--- src/hw/rtl/bgcg_pkg.sv ---
// Shared types, constants and lookup functions for the bitmap glyph cell generator.
// Used by every module under hw/rtl except bgcg_ram; depends on nothing else.

package bgcg_pkg;

   // Geometry and storage
   localparam int TABLE_DEPTH  = 32;
   localparam int NARROW_WIDTH = 3;
   localparam int WIDE_WIDTH   = 4;
   localparam int LINE_HEIGHT  = 6;
   localparam int COORD_BITS   = 10;

   localparam int GLYPH_ROWS   = 5;
   localparam int MAX_SCAN     = 20;
   localparam int ENTRY_BITS   = 22;
   localparam int ENTRY_NARROW = 21;
   localparam int ENTRY_DIAG   = 20;
   localparam int ADDR_BITS    = $clog2(TABLE_DEPTH);

   localparam int MAX_WIDTH = (NARROW_WIDTH > WIDE_WIDTH) ? NARROW_WIDTH : WIDE_WIDTH;
   localparam int COL_BITS  = $clog2(MAX_WIDTH);
   localparam int ROW_BITS  = $clog2(GLYPH_ROWS);
   localparam int DELTA_BITS = 5;

   localparam int CELLS_NARROW = (NARROW_WIDTH * GLYPH_ROWS > MAX_SCAN) ?
                                 MAX_SCAN : NARROW_WIDTH * GLYPH_ROWS;
   localparam int CELLS_WIDE   = (WIDE_WIDTH * GLYPH_ROWS > MAX_SCAN) ?
                                 MAX_SCAN : WIDE_WIDTH * GLYPH_ROWS;
   localparam int SHIFT_NARROW = MAX_SCAN - CELLS_NARROW;
   localparam int SHIFT_WIDE   = MAX_SCAN - CELLS_WIDE;

   // Request payload layout
   localparam int REQ_DATA_BITS = 40;
   localparam int REQ_CHAR_LO   = 0;
   localparam int REQ_INDEX_LO  = 8;
   localparam int REQ_NARROW    = 13;
   localparam int REQ_DIAG      = 14;
   localparam int REQ_BITMAP_LO = 15;

   // Response payload layout
   localparam int RSP_FIELD_BITS = 2 * COORD_BITS + 2;
   localparam int RSP_DATA_BITS  = ((RSP_FIELD_BITS + 7) / 8) * 8;

   // Character codes
   localparam logic [7:0] CHAR_UPPER_A = 8'h41;
   localparam logic [7:0] CHAR_UPPER_Z = 8'h5A;
   localparam logic [7:0] CHAR_LOWER_A = 8'h61;
   localparam logic [7:0] CHAR_LOWER_Z = 8'h7A;
   localparam logic [7:0] CHAR_BANG    = 8'h21;
   localparam logic [7:0] CHAR_DOT     = 8'h2E;
   localparam logic [7:0] CHAR_QUEST   = 8'h3F;
   localparam logic [7:0] CHAR_SPACE   = 8'h20;
   localparam logic [7:0] CHAR_NEWLINE = 8'h0A;

   localparam logic [4:0] SLOT_BANG  = 5'd26;
   localparam logic [4:0] SLOT_DOT   = 5'd27;
   localparam logic [4:0] SLOT_QUEST = 5'd28;

   // Letter indexes that carry diagonal pieces
   localparam logic [4:0] LTR_B = 5'd1;
   localparam logic [4:0] LTR_D = 5'd3;
   localparam logic [4:0] LTR_G = 5'd6;
   localparam logic [4:0] LTR_J = 5'd9;
   localparam logic [4:0] LTR_K = 5'd10;
   localparam logic [4:0] LTR_N = 5'd13;
   localparam logic [4:0] LTR_P = 5'd15;
   localparam logic [4:0] LTR_Q = 5'd16;
   localparam logic [4:0] LTR_R = 5'd17;
   localparam logic [4:0] LTR_S = 5'd18;

   localparam int DIAG_BITS = 5;

   typedef enum logic [1:0] {
      CMD_LOAD    = 2'd0,
      CMD_DRAW    = 2'd1,
      CMD_RESTART = 2'd2
   } cmd_type;

   typedef enum logic [1:0] {
      KIND_FULL = 2'd0,
      KIND_LL   = 2'd1,
      KIND_UR   = 2'd2
   } kind_type;

   typedef enum logic [2:0] {
      CHR_NONE,
      CHR_LETTER,
      CHR_BANG,
      CHR_DOT,
      CHR_QUEST,
      CHR_SPACE,
      CHR_NEWLINE
   } chr_type;

   typedef enum logic [2:0] {
      ST_IDLE,
      ST_FETCH,
      ST_SCAN,
      ST_DIAG,
      ST_CURSOR
   } state_type;

   // Request handed from the front end to the sequencer
   typedef struct packed {
      logic       start;
      logic       restart;
      chr_type    chr;
      logic [4:0] letter;
   } seq_req_type;

   typedef struct packed {
      logic [2:0] dx;
      logic [2:0] dy;
      kind_type   kind;
   } diag_type;

   typedef struct packed {
      logic [DIAG_BITS-1:0] start;
      logic [2:0]           count;
   } diag_range_type;

   function automatic diag_type diag_piece(input logic [DIAG_BITS-1:0] idx);
      diag_type p;
      p = '{dx: 3'd0, dy: 3'd0, kind: KIND_FULL};
      unique case (idx)
         5'd0:  p = '{dx: 3'd2, dy: 3'd0, kind: KIND_LL};
         5'd1:  p = '{dx: 3'd2, dy: 3'd0, kind: KIND_LL};
         5'd2:  p = '{dx: 3'd2, dy: 3'd2, kind: KIND_LL};
         5'd3:  p = '{dx: 3'd0, dy: 3'd4, kind: KIND_UR};
         5'd4:  p = '{dx: 3'd2, dy: 3'd3, kind: KIND_LL};
         5'd5:  p = '{dx: 3'd1, dy: 3'd3, kind: KIND_UR};
         5'd6:  p = '{dx: 3'd1, dy: 3'd0, kind: KIND_LL};
         5'd7:  p = '{dx: 3'd1, dy: 3'd1, kind: KIND_UR};
         5'd8:  p = '{dx: 3'd2, dy: 3'd1, kind: KIND_LL};
         5'd9:  p = '{dx: 3'd2, dy: 3'd2, kind: KIND_UR};
         5'd10: p = '{dx: 3'd2, dy: 3'd0, kind: KIND_LL};
         5'd11: p = '{dx: 3'd2, dy: 3'd0, kind: KIND_LL};
         5'd12: p = '{dx: 3'd0, dy: 3'd4, kind: KIND_UR};
         5'd13: p = '{dx: 3'd2, dy: 3'd3, kind: KIND_LL};
         5'd14: p = '{dx: 3'd1, dy: 3'd3, kind: KIND_UR};
         5'd15: p = '{dx: 3'd1, dy: 3'd1, kind: KIND_LL};
         5'd16: p = '{dx: 3'd0, dy: 3'd2, kind: KIND_UR};
         5'd17: p = '{dx: 3'd2, dy: 3'd2, kind: KIND_LL};
         5'd18: p = '{dx: 3'd1, dy: 3'd3, kind: KIND_UR};
         default: p = '{dx: 3'd0, dy: 3'd0, kind: KIND_FULL};
      endcase
      return p;
   endfunction

   function automatic diag_range_type diag_range(input logic [4:0] letter);
      diag_range_type r;
      r = '{start: 5'd0, count: 3'd0};
      unique case (letter)
         LTR_B: r = '{start: 5'd0,  count: 3'd1};
         LTR_D: r = '{start: 5'd1,  count: 3'd1};
         LTR_G: r = '{start: 5'd2,  count: 3'd1};
         LTR_J: r = '{start: 5'd3,  count: 3'd1};
         LTR_K: r = '{start: 5'd4,  count: 3'd2};
         LTR_N: r = '{start: 5'd6,  count: 3'd4};
         LTR_P: r = '{start: 5'd10, count: 3'd1};
         LTR_Q: r = '{start: 5'd11, count: 3'd2};
         LTR_R: r = '{start: 5'd13, count: 3'd2};
         LTR_S: r = '{start: 5'd15, count: 3'd4};
         default: r = '{start: 5'd0, count: 3'd0};
      endcase
      return r;
   endfunction

endpackage

--- src/hw/rtl/bgcg_ram.sv ---
// Generic single-port-write, single-port-read RAM with registered read data.
// Standalone; holds the glyph table.

module bgcg_ram #(
   parameter int WIDTH = 8,
   parameter int DEPTH = 32
) (
   input  logic                     clock,
   input  logic                     wr_en,
   input  logic [$clog2(DEPTH)-1:0] wr_addr,
   input  logic [WIDTH-1:0]         wr_data,
   input  logic                     rd_en,
   input  logic [$clog2(DEPTH)-1:0] rd_addr,
   output logic [WIDTH-1:0]         rd_data
);

   logic [WIDTH-1:0] mem_ff [DEPTH];
   logic [WIDTH-1:0] rd_data_ff;

   always_ff @(posedge clock) begin
      if (wr_en) begin
         mem_ff[wr_addr] <= wr_data;
      end
      if (rd_en) begin
         rd_data_ff <= mem_ff[rd_addr];
      end
   end

   assign rd_data = rd_data_ff;

endmodule

--- src/hw/rtl/bgcg_sat_unit.sv ---
// Shared saturating adder for cell coordinates and cursor moves.
// Depends on bgcg_pkg.

module bgcg_sat_unit (
   input  logic [bgcg_pkg::COORD_BITS-1:0] base_col,
   input  logic [bgcg_pkg::COORD_BITS-1:0] base_row,
   input  logic [bgcg_pkg::DELTA_BITS-1:0] dx,
   input  logic [bgcg_pkg::DELTA_BITS-1:0] dy,
   output logic [bgcg_pkg::COORD_BITS-1:0] sum_col,
   output logic [bgcg_pkg::COORD_BITS-1:0] sum_row
);

   localparam int W = bgcg_pkg::COORD_BITS;

   logic [W:0] col_wide;
   logic [W:0] row_wide;

   assign col_wide = {1'b0, base_col} + (W+1)'(dx);
   assign row_wide = {1'b0, base_row} + (W+1)'(dy);

   // Clamp on carry out
   assign sum_col = col_wide[W] ? '1 : col_wide[W-1:0];
   assign sum_row = row_wide[W] ? '1 : row_wide[W-1:0];

endmodule

--- src/hw/rtl/bgcg_seq.sv ---
// Sequencer: bitmap scan, diagonal pieces, cursor update and response register.
// Depends on bgcg_pkg and bgcg_sat_unit.

module bgcg_seq (
   input  logic                                clock,
   input  logic                                reset,
   input  bgcg_pkg::seq_req_type               req,
   input  logic [bgcg_pkg::ENTRY_BITS-1:0]     entry,
   output logic                                idle,
   output logic                                rsp_tvalid,
   input  logic                                rsp_tready,
   output logic [bgcg_pkg::RSP_DATA_BITS-1:0]  rsp_tdata,
   output logic                                rsp_tlast
);

   localparam int CB = bgcg_pkg::COORD_BITS;
   localparam int DB = bgcg_pkg::DELTA_BITS;
   localparam int MS = bgcg_pkg::MAX_SCAN;

   bgcg_pkg::state_type state_ff, state_in;
   bgcg_pkg::chr_type   chr_ff, chr_in;
   logic [4:0]                       letter_ff, letter_in;
   logic [MS-1:0]                    sh_ff, sh_in;
   logic [bgcg_pkg::COL_BITS-1:0]    col_ff, col_in;
   logic [bgcg_pkg::COL_BITS-1:0]    last_col_ff, last_col_in;
   logic [bgcg_pkg::ROW_BITS-1:0]    row_ff, row_in;
   logic                             has_diag_ff, has_diag_in;
   logic [bgcg_pkg::DIAG_BITS-1:0]   diag_idx_ff, diag_idx_in;
   logic [bgcg_pkg::DIAG_BITS-1:0]   diag_end_ff, diag_end_in;
   logic [DB-1:0]                    adv_ff, adv_in;
   logic                             newline_ff, newline_in;
   logic [CB-1:0]                    cursor_col_ff, cursor_col_in;
   logic [CB-1:0]                    cursor_row_ff, cursor_row_in;

   logic                             rsp_valid_ff, rsp_valid_in;
   logic [CB-1:0]                    rsp_x_ff, rsp_x_in;
   logic [CB-1:0]                    rsp_y_ff, rsp_y_in;
   bgcg_pkg::kind_type               rsp_kind_ff, rsp_kind_in;
   logic                             rsp_last_ff, rsp_last_in;

   logic [CB-1:0] unit_base_col, unit_base_row, unit_sum_col, unit_sum_row;
   logic [DB-1:0] unit_dx, unit_dy;

   logic                     emit, emit_last, out_free;
   bgcg_pkg::kind_type       emit_kind;
   logic                     narrow, glyph, scan_bit, rest_zero;
   logic [MS-1:0]            bitmap;
   bgcg_pkg::diag_range_type range;
   bgcg_pkg::diag_type       piece;

   bgcg_sat_unit u_sat (
      .base_col (unit_base_col),
      .base_row (unit_base_row),
      .dx       (unit_dx),
      .dy       (unit_dy),
      .sum_col  (unit_sum_col),
      .sum_row  (unit_sum_row)
   );

   always_ff @(posedge clock) begin
      if (reset) begin
         state_ff      <= bgcg_pkg::ST_IDLE;
         cursor_col_ff <= '0;
         cursor_row_ff <= '0;
         rsp_valid_ff  <= 1'b0;
      end else begin
         state_ff      <= state_in;
         cursor_col_ff <= cursor_col_in;
         cursor_row_ff <= cursor_row_in;
         rsp_valid_ff  <= rsp_valid_in;
      end
   end

   always_ff @(posedge clock) begin
      chr_ff      <= chr_in;
      letter_ff   <= letter_in;
      sh_ff       <= sh_in;
      col_ff      <= col_in;
      last_col_ff <= last_col_in;
      row_ff      <= row_in;
      has_diag_ff <= has_diag_in;
      diag_idx_ff <= diag_idx_in;
      diag_end_ff <= diag_end_in;
      adv_ff      <= adv_in;
      newline_ff  <= newline_in;
      rsp_x_ff    <= rsp_x_in;
      rsp_y_ff    <= rsp_y_in;
      rsp_kind_ff <= rsp_kind_in;
      rsp_last_ff <= rsp_last_in;
   end

   always_comb begin
      state_in      = state_ff;
      chr_in        = chr_ff;
      letter_in     = letter_ff;
      sh_in         = sh_ff;
      col_in        = col_ff;
      last_col_in   = last_col_ff;
      row_in        = row_ff;
      has_diag_in   = has_diag_ff;
      diag_idx_in   = diag_idx_ff;
      diag_end_in   = diag_end_ff;
      adv_in        = adv_ff;
      newline_in    = newline_ff;
      cursor_col_in = cursor_col_ff;
      cursor_row_in = cursor_row_ff;

      unit_base_col = cursor_col_ff;
      unit_base_row = cursor_row_ff;
      unit_dx       = '0;
      unit_dy       = '0;

      emit      = 1'b0;
      emit_last = 1'b0;
      emit_kind = bgcg_pkg::KIND_FULL;
      out_free  = !rsp_valid_ff || rsp_tready;

      narrow    = (chr_ff == bgcg_pkg::CHR_LETTER) ? entry[bgcg_pkg::ENTRY_NARROW] : 1'b1;
      glyph     = (chr_ff == bgcg_pkg::CHR_LETTER) || (chr_ff == bgcg_pkg::CHR_BANG) ||
                  (chr_ff == bgcg_pkg::CHR_DOT) || (chr_ff == bgcg_pkg::CHR_QUEST);
      bitmap    = entry[MS-1:0];
      range     = bgcg_pkg::diag_range(letter_ff);
      piece     = bgcg_pkg::diag_piece(diag_idx_ff);
      scan_bit  = sh_ff[MS-1];
      rest_zero = (sh_ff[MS-2:0] == '0);

      unique case (state_ff)
         bgcg_pkg::ST_IDLE: begin
            if (req.restart) begin
               cursor_col_in = '0;
               cursor_row_in = '0;
            end
            if (req.start) begin
               chr_in    = req.chr;
               letter_in = req.letter;
               state_in  = bgcg_pkg::ST_FETCH;
            end
         end

         bgcg_pkg::ST_FETCH: begin
            // Align the used bitmap bits so the top-left cell sits in the MSB
            if (!glyph) begin
               sh_in = '0;
            end else if (narrow) begin
               sh_in = bitmap << bgcg_pkg::SHIFT_NARROW;
            end else begin
               sh_in = bitmap << bgcg_pkg::SHIFT_WIDE;
            end
            last_col_in = narrow ? bgcg_pkg::COL_BITS'(bgcg_pkg::NARROW_WIDTH - 1) :
                                   bgcg_pkg::COL_BITS'(bgcg_pkg::WIDE_WIDTH - 1);
            col_in      = '0;
            row_in      = '0;
            has_diag_in = (chr_ff == bgcg_pkg::CHR_LETTER) && entry[bgcg_pkg::ENTRY_DIAG] &&
                          (range.count != 3'd0);
            diag_idx_in = range.start;
            diag_end_in = range.start + bgcg_pkg::DIAG_BITS'(range.count);
            newline_in  = (chr_ff == bgcg_pkg::CHR_NEWLINE);
            unique case (chr_ff)
               bgcg_pkg::CHR_LETTER:
                  adv_in = narrow ? DB'(bgcg_pkg::NARROW_WIDTH + 1) :
                                    DB'(bgcg_pkg::WIDE_WIDTH + 1);
               bgcg_pkg::CHR_BANG, bgcg_pkg::CHR_DOT:
                  adv_in = DB'(bgcg_pkg::NARROW_WIDTH - 1);
               bgcg_pkg::CHR_QUEST:
                  adv_in = DB'(bgcg_pkg::NARROW_WIDTH + 1);
               bgcg_pkg::CHR_SPACE:
                  adv_in = DB'(1);
               default:
                  adv_in = '0;
            endcase
            if (sh_in != '0) begin
               state_in = bgcg_pkg::ST_SCAN;
            end else if (has_diag_in) begin
               state_in = bgcg_pkg::ST_DIAG;
            end else begin
               state_in = bgcg_pkg::ST_CURSOR;
            end
         end

         bgcg_pkg::ST_SCAN: begin
            unit_dx = DB'(col_ff);
            unit_dy = DB'(row_ff);
            // Dark cells advance without waiting on the response register
            if (!scan_bit || out_free) begin
               emit      = scan_bit;
               emit_last = rest_zero && !has_diag_ff;
               sh_in     = sh_ff << 1;
               if (col_ff == last_col_ff) begin
                  col_in = '0;
                  row_in = row_ff + 1'b1;
               end else begin
                  col_in = col_ff + 1'b1;
               end
               if (rest_zero) begin
                  state_in = has_diag_ff ? bgcg_pkg::ST_DIAG : bgcg_pkg::ST_CURSOR;
               end
            end
         end

         bgcg_pkg::ST_DIAG: begin
            unit_dx = DB'(piece.dx);
            unit_dy = DB'(piece.dy);
            if (out_free) begin
               emit        = 1'b1;
               emit_kind   = piece.kind;
               emit_last   = (diag_idx_ff + 1'b1 == diag_end_ff);
               diag_idx_in = diag_idx_ff + 1'b1;
               if (emit_last) begin
                  state_in = bgcg_pkg::ST_CURSOR;
               end
            end
         end

         bgcg_pkg::ST_CURSOR: begin
            unit_base_col = newline_ff ? '0 : cursor_col_ff;
            unit_dx       = newline_ff ? '0 : adv_ff;
            unit_dy       = newline_ff ? DB'(bgcg_pkg::LINE_HEIGHT) : '0;
            cursor_col_in = unit_sum_col;
            cursor_row_in = unit_sum_row;
            state_in      = bgcg_pkg::ST_IDLE;
         end

         default: begin
            state_in = bgcg_pkg::ST_IDLE;
         end
      endcase

      // Response register
      rsp_valid_in = rsp_valid_ff;
      rsp_x_in     = rsp_x_ff;
      rsp_y_in     = rsp_y_ff;
      rsp_kind_in  = rsp_kind_ff;
      rsp_last_in  = rsp_last_ff;
      if (emit) begin
         rsp_valid_in = 1'b1;
         rsp_x_in     = unit_sum_col;
         rsp_y_in     = unit_sum_row;
         rsp_kind_in  = emit_kind;
         rsp_last_in  = emit_last;
      end else if (rsp_tready) begin
         rsp_valid_in = 1'b0;
      end
   end

   assign idle       = (state_ff == bgcg_pkg::ST_IDLE);
   assign rsp_tvalid = rsp_valid_ff;
   assign rsp_tdata  = bgcg_pkg::RSP_DATA_BITS'({rsp_kind_ff, rsp_y_ff, rsp_x_ff});
   assign rsp_tlast  = rsp_last_ff;

   // A cell that is not the last of its character keeps the sequencer busy
   a_mid_char_busy: assert property (@(posedge clock) disable iff (reset)
      (rsp_valid_ff && !rsp_last_ff) |->
      (state_ff == bgcg_pkg::ST_SCAN || state_ff == bgcg_pkg::ST_DIAG))
      else $error("non-last cell pending while sequencer left the character");

   a_diag_in_range: assert property (@(posedge clock) disable iff (reset)
      (state_ff == bgcg_pkg::ST_DIAG) |-> (diag_idx_ff < diag_end_ff))
      else $error("diagonal piece index ran past the letter's range");

   a_cursor_moves: assert property (@(posedge clock) disable iff (reset)
      (!$stable(cursor_col_ff) || !$stable(cursor_row_ff)) |->
      ($past(state_ff) == bgcg_pkg::ST_CURSOR || $past(req.restart)))
      else $error("cursor changed outside cursor update or restart");

   a_start_when_idle: assert property (@(posedge clock) disable iff (reset)
      (req.start || req.restart) |-> (state_ff == bgcg_pkg::ST_IDLE))
      else $error("request handed to a busy sequencer");

endmodule

--- src/hw/rtl/bitmap_glyph_cell_generator_top.sv ---
// Top level of the bitmap glyph cell generator: request decode, glyph table, sequencer.
// Depends on bgcg_pkg, bgcg_ram and bgcg_seq.
//
// Usage
//   Requests arrive on req_* (tuser = command: load, draw, restart). A load
//   writes one glyph table slot, a restart puts the cursor at the origin; both give
//   no responses. A draw expands one character into lit unit cells, one response
//   per cell on rsp_*, tlast on the final cell.
//   After a draw request is taken, the table is read at the accepting edge,
//   the fetch state aligns the bitmap, then the scan steps through the bitmap
//   positions up to the last lit one (at most 20), then through the diagonal
//   pieces (at most 4), and the cursor state moves the cursor; each cell
//   goes through the shared saturating adder into the response register.
//   req_tready is high only while the sequencer is idle.
//   Reset clears the cursor and the table valid bits, so every slot reads as
//   zero until loaded; no clearing pass is needed.
//   A stalled receiver holds the response register; the scan waits on lit
//   cells while dark cells keep advancing. The last cell may still wait on
//   rsp_* while the next request is taken.

module bitmap_glyph_cell_generator_top (
   input  logic                                clock,
   input  logic                                reset,
   // Request channel
   input  logic                                req_tvalid,
   output logic                                req_tready,
   // tdata, low bit up: char_code[7:0], entry_index[12:8], entry_narrow[13],
   // entry_diag[14], entry_bitmap[34:15], zero pad
   input  logic [bgcg_pkg::REQ_DATA_BITS-1:0]  req_tdata,
   // tuser: command[1:0]
   input  logic [1:0]                          req_tuser,
   // Response channel
   output logic                                rsp_tvalid,
   input  logic                                rsp_tready,
   // tdata, low bit up: cell_x[9:0], cell_y[19:10], cell_kind[21:20], zero pad
   output logic [bgcg_pkg::RSP_DATA_BITS-1:0]  rsp_tdata,
   output logic                                rsp_tlast
);

   localparam int AB = bgcg_pkg::ADDR_BITS;

   logic       accept;
   logic       seq_idle;
   logic [7:0] req_char;
   logic [4:0] req_index;
   logic       req_narrow;
   logic       req_diag;
   logic [19:0] req_bitmap;
   bgcg_pkg::cmd_type req_cmd;

   logic                            wr_en;
   logic [AB-1:0]                   wr_addr;
   logic [bgcg_pkg::ENTRY_BITS-1:0] wr_data;
   logic [AB-1:0]                   rd_addr;
   logic [bgcg_pkg::ENTRY_BITS-1:0] rd_data;
   logic [bgcg_pkg::ENTRY_BITS-1:0] entry;

   logic [bgcg_pkg::TABLE_DEPTH-1:0] valid_ff, valid_in;
   logic                             rd_valid_ff, rd_valid_in;

   bgcg_pkg::seq_req_type seq_req;
   bgcg_pkg::chr_type     chr;
   logic [4:0]            letter;
   logic [4:0]            slot;

   // Unpack the request payload
   assign req_char   = req_tdata[bgcg_pkg::REQ_CHAR_LO +: 8];
   assign req_index  = req_tdata[bgcg_pkg::REQ_INDEX_LO +: 5];
   assign req_narrow = req_tdata[bgcg_pkg::REQ_NARROW];
   assign req_diag   = req_tdata[bgcg_pkg::REQ_DIAG];
   assign req_bitmap = req_tdata[bgcg_pkg::REQ_BITMAP_LO +: 20];
   assign req_cmd    = bgcg_pkg::cmd_type'(req_tuser);

   assign req_tready = seq_idle;
   assign accept     = req_tvalid && req_tready;

   // Classify the character and pick its table slot; uppercase folds to lowercase
   always_comb begin
      chr    = bgcg_pkg::CHR_NONE;
      letter = '0;
      slot   = '0;
      priority if (req_char >= bgcg_pkg::CHAR_UPPER_A && req_char <= bgcg_pkg::CHAR_UPPER_Z) begin
         chr    = bgcg_pkg::CHR_LETTER;
         letter = 5'(req_char - bgcg_pkg::CHAR_UPPER_A);
         slot   = letter;
      end else if (req_char >= bgcg_pkg::CHAR_LOWER_A &&
                   req_char <= bgcg_pkg::CHAR_LOWER_Z) begin
         chr    = bgcg_pkg::CHR_LETTER;
         letter = 5'(req_char - bgcg_pkg::CHAR_LOWER_A);
         slot   = letter;
      end else if (req_char == bgcg_pkg::CHAR_BANG) begin
         chr  = bgcg_pkg::CHR_BANG;
         slot = bgcg_pkg::SLOT_BANG;
      end else if (req_char == bgcg_pkg::CHAR_DOT) begin
         chr  = bgcg_pkg::CHR_DOT;
         slot = bgcg_pkg::SLOT_DOT;
      end else if (req_char == bgcg_pkg::CHAR_QUEST) begin
         chr  = bgcg_pkg::CHR_QUEST;
         slot = bgcg_pkg::SLOT_QUEST;
      end else if (req_char == bgcg_pkg::CHAR_SPACE) begin
         chr = bgcg_pkg::CHR_SPACE;
      end else if (req_char == bgcg_pkg::CHAR_NEWLINE) begin
         chr = bgcg_pkg::CHR_NEWLINE;
      end else begin
         chr = bgcg_pkg::CHR_NONE;
      end
   end

   // Decode the command into table write and sequencer kick
   always_comb begin
      wr_en         = 1'b0;
      seq_req.start   = 1'b0;
      seq_req.restart = 1'b0;
      seq_req.chr     = chr;
      seq_req.letter  = letter;
      unique case (req_cmd)
         bgcg_pkg::CMD_LOAD:
            wr_en = accept && (32'(req_index) < bgcg_pkg::TABLE_DEPTH);
         bgcg_pkg::CMD_DRAW:
            seq_req.start = accept;
         bgcg_pkg::CMD_RESTART:
            seq_req.restart = accept;
         default: begin
            wr_en = 1'b0;
         end
      endcase
   end

   assign wr_addr = AB'(req_index);
   assign wr_data = {req_narrow, req_diag, req_bitmap};
   assign rd_addr = AB'(slot);

   // Valid bits stand in for clearing the table at reset
   always_comb begin
      valid_in    = valid_ff;
      rd_valid_in = rd_valid_ff;
      if (wr_en) begin
         valid_in[wr_addr] = 1'b1;
      end
      if (seq_req.start) begin
         rd_valid_in = valid_ff[rd_addr];
      end
   end

   always_ff @(posedge clock) begin
      if (reset) begin
         valid_ff <= '0;
      end else begin
         valid_ff <= valid_in;
      end
   end

   always_ff @(posedge clock) begin
      rd_valid_ff <= rd_valid_in;
   end

   bgcg_ram #(
      .WIDTH (bgcg_pkg::ENTRY_BITS),
      .DEPTH (bgcg_pkg::TABLE_DEPTH)
   ) u_table (
      .clock   (clock),
      .wr_en   (wr_en),
      .wr_addr (wr_addr),
      .wr_data (wr_data),
      .rd_en   (seq_req.start),
      .rd_addr (rd_addr),
      .rd_data (rd_data)
   );

   // Never-loaded slots read as zero
   assign entry = rd_valid_ff ? rd_data : '0;

   bgcg_seq u_seq (
      .clock      (clock),
      .reset      (reset),
      .req        (seq_req),
      .entry      (entry),
      .idle       (seq_idle),
      .rsp_tvalid (rsp_tvalid),
      .rsp_tready (rsp_tready),
      .rsp_tdata  (rsp_tdata),
      .rsp_tlast  (rsp_tlast)
   );

endmodule

--- config.mk ---
export PLATFORM = sky130hd
export DESIGN_NAME = bitmap_glyph_cell_generator_top
export DESIGN_NICKNAME = d
export VERILOG_FILES = /design/src/hw/rtl/bgcg_pkg.sv /design/src/hw/rtl/bgcg_ram.sv /design/src/hw/rtl/bgcg_sat_unit.sv /design/src/hw/rtl/bgcg_seq.sv /design/src/hw/rtl/bitmap_glyph_cell_generator_top.sv
export SDC_FILE = /design/constraint.sdc
export NUM_CORES = 1
export LEC_CHECK = 0
export BUFFER_PORTS_ARGS = -buffer_cell sky130_fd_sc_hd__buf_2
export CORE_MARGIN = 5
export CORE_UTILIZATION = 32
export DETAILED_ROUTE_END_ITERATION = 8
export HOLD_SLACK_MARGIN = 0.03
export PLACE_DENSITY_LB_ADDON = 0.15
export SLEW_MARGIN = 0
export SYNTH_ARGS = -nofsm -noshare
export SYNTH_HDL_FRONTEND = slang
export SYNTH_SLANG_ARGS = --single-unit
--- constraint.sdc ---
create_clock -name clock -period 3.4 [get_ports clock]
set_input_delay 0.68 -clock clock [delete_from_list [all_inputs] [get_ports clock]]
set_output_delay 0.68 -clock clock [all_outputs]
set_load 0.03 [all_outputs]
Word-level counts from Yosys, hierarchy flattened
Memories as Yosys holds them, arrays and structs flattened. A register that Yosys moved wholly into a read port is not among the register bits.
Index checks and enable logic that the tools add are counted.
Word-level totals
  logic and storage cells: 170
  RAM bits: 704
  ROM bits: 448
  memories kept: 3
  bits in registers: 132
  output and inout bits: 27
  bits of input ports: 46
Memories
  u_table.mem_ff: words 32, width 22, read ports 1, clocked after memory_dff 1, write ports 1, line bgcg_ram.sv:17  | logic [WIDTH-1:0] mem_ff [DEPTH];
  (no name shown): words 32, width 7, read ports 1, clocked after memory_dff 1, write ports 0, line bgcg_pkg.sv:153  | unique case (letter)
  (no name shown): words 32, width 7, read ports 1, clocked after memory_dff 1, write ports 0, line bgcg_pkg.sv:125  | unique case (idx)
Cells by class
  bitwise operators: 1
  reduce and logical (&&, ||, !) cells: 34
  order comparisons: 7
  equal/unequal tests: 26
  mux-type cells: 69
  $add $sub $neg: 8
Operators by type and width (count)
  $mux W20: 4
  $mux W5: 11
  $mux W10: 5
  $mux W3: 14
  $pmux W10 S2: 2
  $pmux W20 S2: 1
  $eq A8 B6 Y1 const B: 4
  $or A32 B32 Y32: 1
  $pmux W5 S3: 2
  $add A10 B5 Y11: 2
  $mux W22: 1
  $pmux W5 S4: 1
  $reduce_bool A20 Y1: 1
  $logic_not A19 Y1: 1
  $ge A8 B7 Y1 const B: 2
  $le A8 B7 Y1 const B: 2
  $mux W1: 16
  $ne A2 B1 Y1 const B: 7
  $eq A3 B2 Y1 const B: 4
  $eq A3 B3 Y1 const B: 4
  $lt A5 B6 Y1 const B: 2
  $pmux W3 S4: 1
  $pmux W5 S2: 1
  $reduce_and A2 Y1: 5
  29 further kinds: 51

Logic depth before layout (Yosys ltp)
  depth after elaboration: 9
  mapped depth: 16
  gate-level depth less buffers: 15

Hierarchy
Synthesis repeated with hierarchy kept, for this count alone.
Unflattened totals
  cell total of the unflattened synthesis: 2378
  area total of the unflattened synthesis: 36202.2 um2
Modules (own cells, without submodules)
  bgcg_ram: area an instance 28205.8 um2, cells an instance 1550, sequential area each 21800.9 um2, times used 1
  bgcg_seq: area an instance 5367.6 um2, cells an instance 501, sequential area each 2922.8 um2, times used 1
  bitmap_glyph_cell_generator_top: area an instance 1949.4 um2, cells an instance 241, sequential area each 670.6 um2, times used 1
  bgcg_sat_unit: area an instance 679.4 um2, cells an instance 86, sequential area each 0.0 um2, times used 1

Worst setup path after synthesis
Ideal clock, no wire load.
  path type: register to register
  start point: reg u_seq.state_ff[0]
  end point: mem u_table.mem_ff[26][0] (netlist name) (enable)
  required time: 2.998 ns
  clock period less this slack: 3.274 ns
  path slack: 0.126 ns
  arrival: 2.872 ns
  path buffers: 0
  stages on the path, launching flop included: 6
  setup time: 0.402 ns
  cells stage by stage: dfxtp_1 nor3_1 nand3b_1 nor3_1 nand3_1 nor2_1
Between the ends
  cells in the longest elaborated chain, start to end: 5
RTL lines
  from (decl): line bgcg_seq.sv:20  | bgcg_pkg::state_type state_ff, state_in;
  from (signal assigned): line bgcg_seq.sv:62  | state_ff <= bgcg_pkg::ST_IDLE;
  from (signal assigned): line bgcg_seq.sv:67  | state_ff <= state_in;
  $logic_not A3 Y1: line bgcg_seq.sv:245  | assign idle = (state_ff == bgcg_pkg::ST_IDLE);
  named net req_tready: line bitmap_glyph_cell_generator_top.sv:26  | output logic req_tready,
  $logic_and A1 B1 Y1: line bitmap_glyph_cell_generator_top.sv:75  | assign accept = req_tvalid && req_tready;
  $mux W1: line bitmap_glyph_cell_generator_top.sv:116  | unique case (req_cmd)
  $mux W1: line bgcg_ram.sv:21  | if (wr_en) begin
  $mux W1 (implied by the code): line bgcg_ram.sv:22  | mem_ff[wr_addr] <= wr_data;
  to (decl): line bgcg_ram.sv:17
The timed path passes the listed nets, and every way through them passes these cells.

Worst setup path after layout
  start point: reg u_seq.state_ff[1]
  end point: reg u_seq.cursor_col_ff[8]
Between the ends
  cells in the longest elaborated chain, start to end: 5
  elaborated cells between the ends (all ways): 14
  classes of those cells: 1 x add/sub; 4 x eq/ne; 5 x mux; 4 x reduce/logical
RTL lines
  $eq A3 B3 Y1 or $eq A3 B2 Y1 (tied branches): line bgcg_seq.sv:127  | unique case (state_ff)
  $pmux W5 S3 or $mux W10 (tied branches): line bgcg_seq.sv:127
  $add A10 B5 Y11 (*): line bgcg_sat_unit.sv:18  | assign col_wide = {1'b0, base_col} + (W+1)'(dx);
  $mux W10 (*): line bgcg_sat_unit.sv:22  | assign sum_col = col_wide[W] ? '1 : col_wide[W-1:0];
  named net u_seq.u_sat.sum_col, one bit: line bgcg_sat_unit.sv:9  | output logic [bgcg_pkg::COORD_BITS-1:0] sum_col,
  $pmux W10 S2 (*): line bgcg_seq.sv:127
  to (signal assigned): line bgcg_seq.sv:68  | cursor_col_ff <= cursor_col_in;
  to (decl): line bgcg_seq.sv:32  | logic [CB-1:0] cursor_col_ff, cursor_col_in;
Mark *: on every way through the listed nets, which the timed path passes. The rest lies on a longest branch.
A chain may end at the register's enable or synchronous reset.

==> flow_summary.json <==
{
  "clk_pin_slew_ns": 0.06,
  "initial_core_util_pct": 32.1,
  "ios": 73,
  "critPathKind": "register to register",
  "numCtsBuffers": 95,
  "crit_required_ns": 3.98,
  "startpoint": "u_seq.state_ff[1]",
  "synth-adder-area-share_pct": 1.02,
  "layout-drive-gt1-share_pct": 18.6,
  "insertion_delay_ns": 0.67,
  "grt_pass1_wl_um": 178000,
  "synth_top_family_by_area": "compound AO/OA/AOI/OAI gates",
  "core_um2": 117000,
  "peakVddDrop_uv": 439,
  "gp_congestion": 0.817,
  "muxShareOfSynthArea_pct": 0.793,
  "crit_arrival_ns": 3.64,
  "setup_viol": 0,
  "synthesis.area_um2": 37700,
  "dr.first_iter.drc_count": 2343,
  "maxCapViolations": 0,
  "nets": 3257,
  "wirelength_um": 121000,
  "fin_skew_ns": 0.0337,
  "drtPass1Iterations": 5,
  "slew_headroom_pct": 48.9,
  "synth_common_cells": "edfxtp_1, nand3_1, o21ai_0, a21boi_0, clkbuf_1",
  "hpwl_um": 76800,
  "synth.top_cell.area_share_pct": 63.7,
  "hold_class": "input pin to register",
  "die_w_um": 353,
  "p_leak_uw": 0.0157,
  "tightest_slew_ns": 0.767,
  "multi_input_area_um2": 11300,
  "clockBufferDepth": 3,
  "r2r-start": "u_seq.state_ff[1]",
  "power.density_nw_per_um2": 513,
  "hold_path.startpoint": "reset",
  "endpoint_kind": "register",
  "nFillCells": 11000,
  "clock.fmax_mhz": 327,
  "htreeDepth": 3,
  "ant_nets": 0,
  "avgRoutedWirePerCell_um": 25.3,
  "grt_max_degree": 68,
  "yosysMostFrequentCell": "edfxtp_1",
  "grt_pass1_vias": 26300,
  "cts_tree": "yes",
  "grt_overflow": 0,
  "synth_xor_area_share_pct": 0.604,
  "period_share_pct": 89.9,
  "dieArea_um2": 125000,
  "antenna_found_initial": 6,
  "clock-root-buffer": "clkbuf_16",
  "synth_flop_cell": "edfxtp_1",
  "yosys.area.top_type": "edfxtp_1",
  "track_usage_pct": 18.9,
  "via_per_inst": 5.52,
  "drv_slew": 0,
  "area_growth_pct": 20.8,
  "synth_cells": 2957,
  "synth.area.top_cells": "edfxtp_1, nand3_1, dfxtp_1, a21boi_0, o21ai_0",
  "grtUsageMet2_pct": 30.5,
  "synth_compound_area_share_pct": 13.9,
  "synth.avg_cell_area_um2": 12.7,
  "placed_area_um2": 42500,
  "synth_edf_count": 799,
  "top_usage_layer": "met2",
  "num_vias": 26500,
  "clock_sinks": 869,
  "postSynth.asyncResetShare_pct": 0,
  "yosys.area_share.simple_pct": 13.0,
  "rows": 126,
  "regArea_um2": 25400,
  "cp-start-kind": "register",
  "total_power_uw": 23400,
  "hold_violations": 0,
  "use_met3_pct": 3.88,
  "yosys_warnings": 0,
  "use_met1_pct": 25.2,
  "rsz0062_at_grt": "no",
  "final_area_um2": 45500,
  "worst-path-max-fanout": 7,
  "status": "finished clean",
  "drc": 0,
  "port-buffer-count": 65,
  "ys_seq_area_share_pct": 67.4,
  "synth_cell_type_count": 80,
  "finalCriticalPeriod_ns": 3.06,
  "synth-seq-cells": 869,
  "die_h_um": 353
}
## critical path, cell delays in order (launching register included)
cell      delay, ns
dfxtp_1        0.37
inv_2          0.15
and3_1         0.22
nor2b_2        0.21
a222oi_1       0.09
inv_1          0.10
ha_1           0.16
inv_1          0.06
fa_1           0.44
nor2b_1        0.21
nor2_1         0.12
nor2_1         0.25
a41oi_1        0.18
nor3_2         0.22
a22oi_1        0.11
nor2_1         0.09
## layer usage
layer | routed length, µm | vias up
li1 | - | 12000
met1 | 52600 | 13400
met2 | 56100 | 825
met4 | 5090 | 6
met3 | 7400 | 208
met5 | 46 | -
## layout by cell type (no fill, tap or decap), types with 6 or more instances in the layout
cell type,count
a21boi_0,178
a21o_1,8
a21oi_1,35
a22oi_1,19
a31oi_1,8
a32oi_1,9
and2_1,8
and3_1,97
buf_12,80
buf_2,65
buf_4,243
bufinv_16,9
clkbuf_1,20
clkbuf_16,97
clkinv_1,18
clkinv_2,21
dfxtp_1,70
edfxtp_1,799
ha_1,26
inv_1,27
mux2i_1,24
nand2_1,163
nand2b_1,14
nand3_1,321
nand4_1,118
nor2_1,98
nor2_2,20
nor2_4,15
nor2b_1,14
nor3_1,10
nor4_1,20
nor4_2,11
o21ai_0,231
o22ai_1,138
o32a_1,88
or3_1,6
xnor2_1,14
xor2_1,12
## worst paths after layout
kind / slack (ns) / cells past startpoint / end
worst max-delay path: 0.34 / 15 / u_seq.cursor_col_ff[8]
worst min-delay path: 0.39 / 2 / valid_ff[24]
worst max register to register: 0.34 / 15 / u_seq.cursor_col_ff[8]
worst min register to register: 0.46 / 2 / u_seq.cursor_col_ff[0]
## registers in the layout, indices dropped and copies added, names as in the netlist, 2 cells and up
signal / count
u_seq.chr_ff: 3
valid_ff: 32
u_seq.range: 7
u_seq.cursor_col_ff: 10
u_table.rd_data: 22
u_seq.col_ff: 2
u_seq.rsp_kind_ff: 2
u_seq.sh_ff: 20
u_seq.state_ff: 3
u_seq.piece: 7
u_table.mem_ff: 704
u_seq.letter_ff: 5
u_seq.diag_idx_ff: 5
u_seq.diag_end_ff: 5
u_seq.rsp_y_ff: 10
u_seq.cursor_row_ff: 10
u_seq.adv_ff: 3
u_seq.rsp_x_ff: 10
u_seq.row_ff: 3
## repair_timing
action                     4_1_cts  5_1_grt
hold buffers                     0        0
resized for setup                0        6
setup endpoints to repair        0       16
setup buffers                    0        0
hold endpoints to repair         0        0
## area by class of cell
class | count | area share, %
Sequential cell | 869 | 55.8
Antenna cell | 3 | 0.0165
Timing Repair Buffer | 388 | 8.24
Inverter | 30 | 0.266
Multi-Input combinational cell | 1798 | 24.8
Clock buffer | 119 | 5.55
Clock inverter | 54 | 1.14
Tap cell | 1536 | 4.22
## kinds of logic (layout without fill, tap and decap cells)
group | after synthesis | count (layout)
xor gates and xnor gates | 26 | 26
other | 1 | 5
DFF | 869 | 869
adders and majority gates | 29 | 29
buffers and inverters | 291 | 591
and+or+nand+nor | 949 | 949
muxes | 29 | 29
AOI/OAI and AO/OA | 763 | 763
## through the flow
| stage | hold slack (ns) | setup WS [ns] | TNS (ns) | instances | util (%) |
|---|---|---|---|---|---|
| 4_1_cts | 0.353 | 0.113 | 0 | 4794 | 38.8 |
| 3_3_place_gp | 0.445 | -0.292 | -4.04 | 4621 | 36.2 |
| 2_1_floorplan | 0.430 | 0.126 | 0 | 2958 | - |
| 3_5_place_dp | 0.451 | -0.296 | -4.68 | 4621 | 36.2 |
| 6_report | 0.393 | 0.343 | 0 | 4797 | 38.8 |
| 5_1_grt | 0.389 | 0.00214 | 0 | 4794 | 38.8 |
## power by group
part	internal [µW]	leakage, µW	switching [µW]
Clock	5950	0.00150	4230
Combinational	503	0.00636	878
Sequential	11700	0.00780	48.4
(Power assumes the default switching activity.)
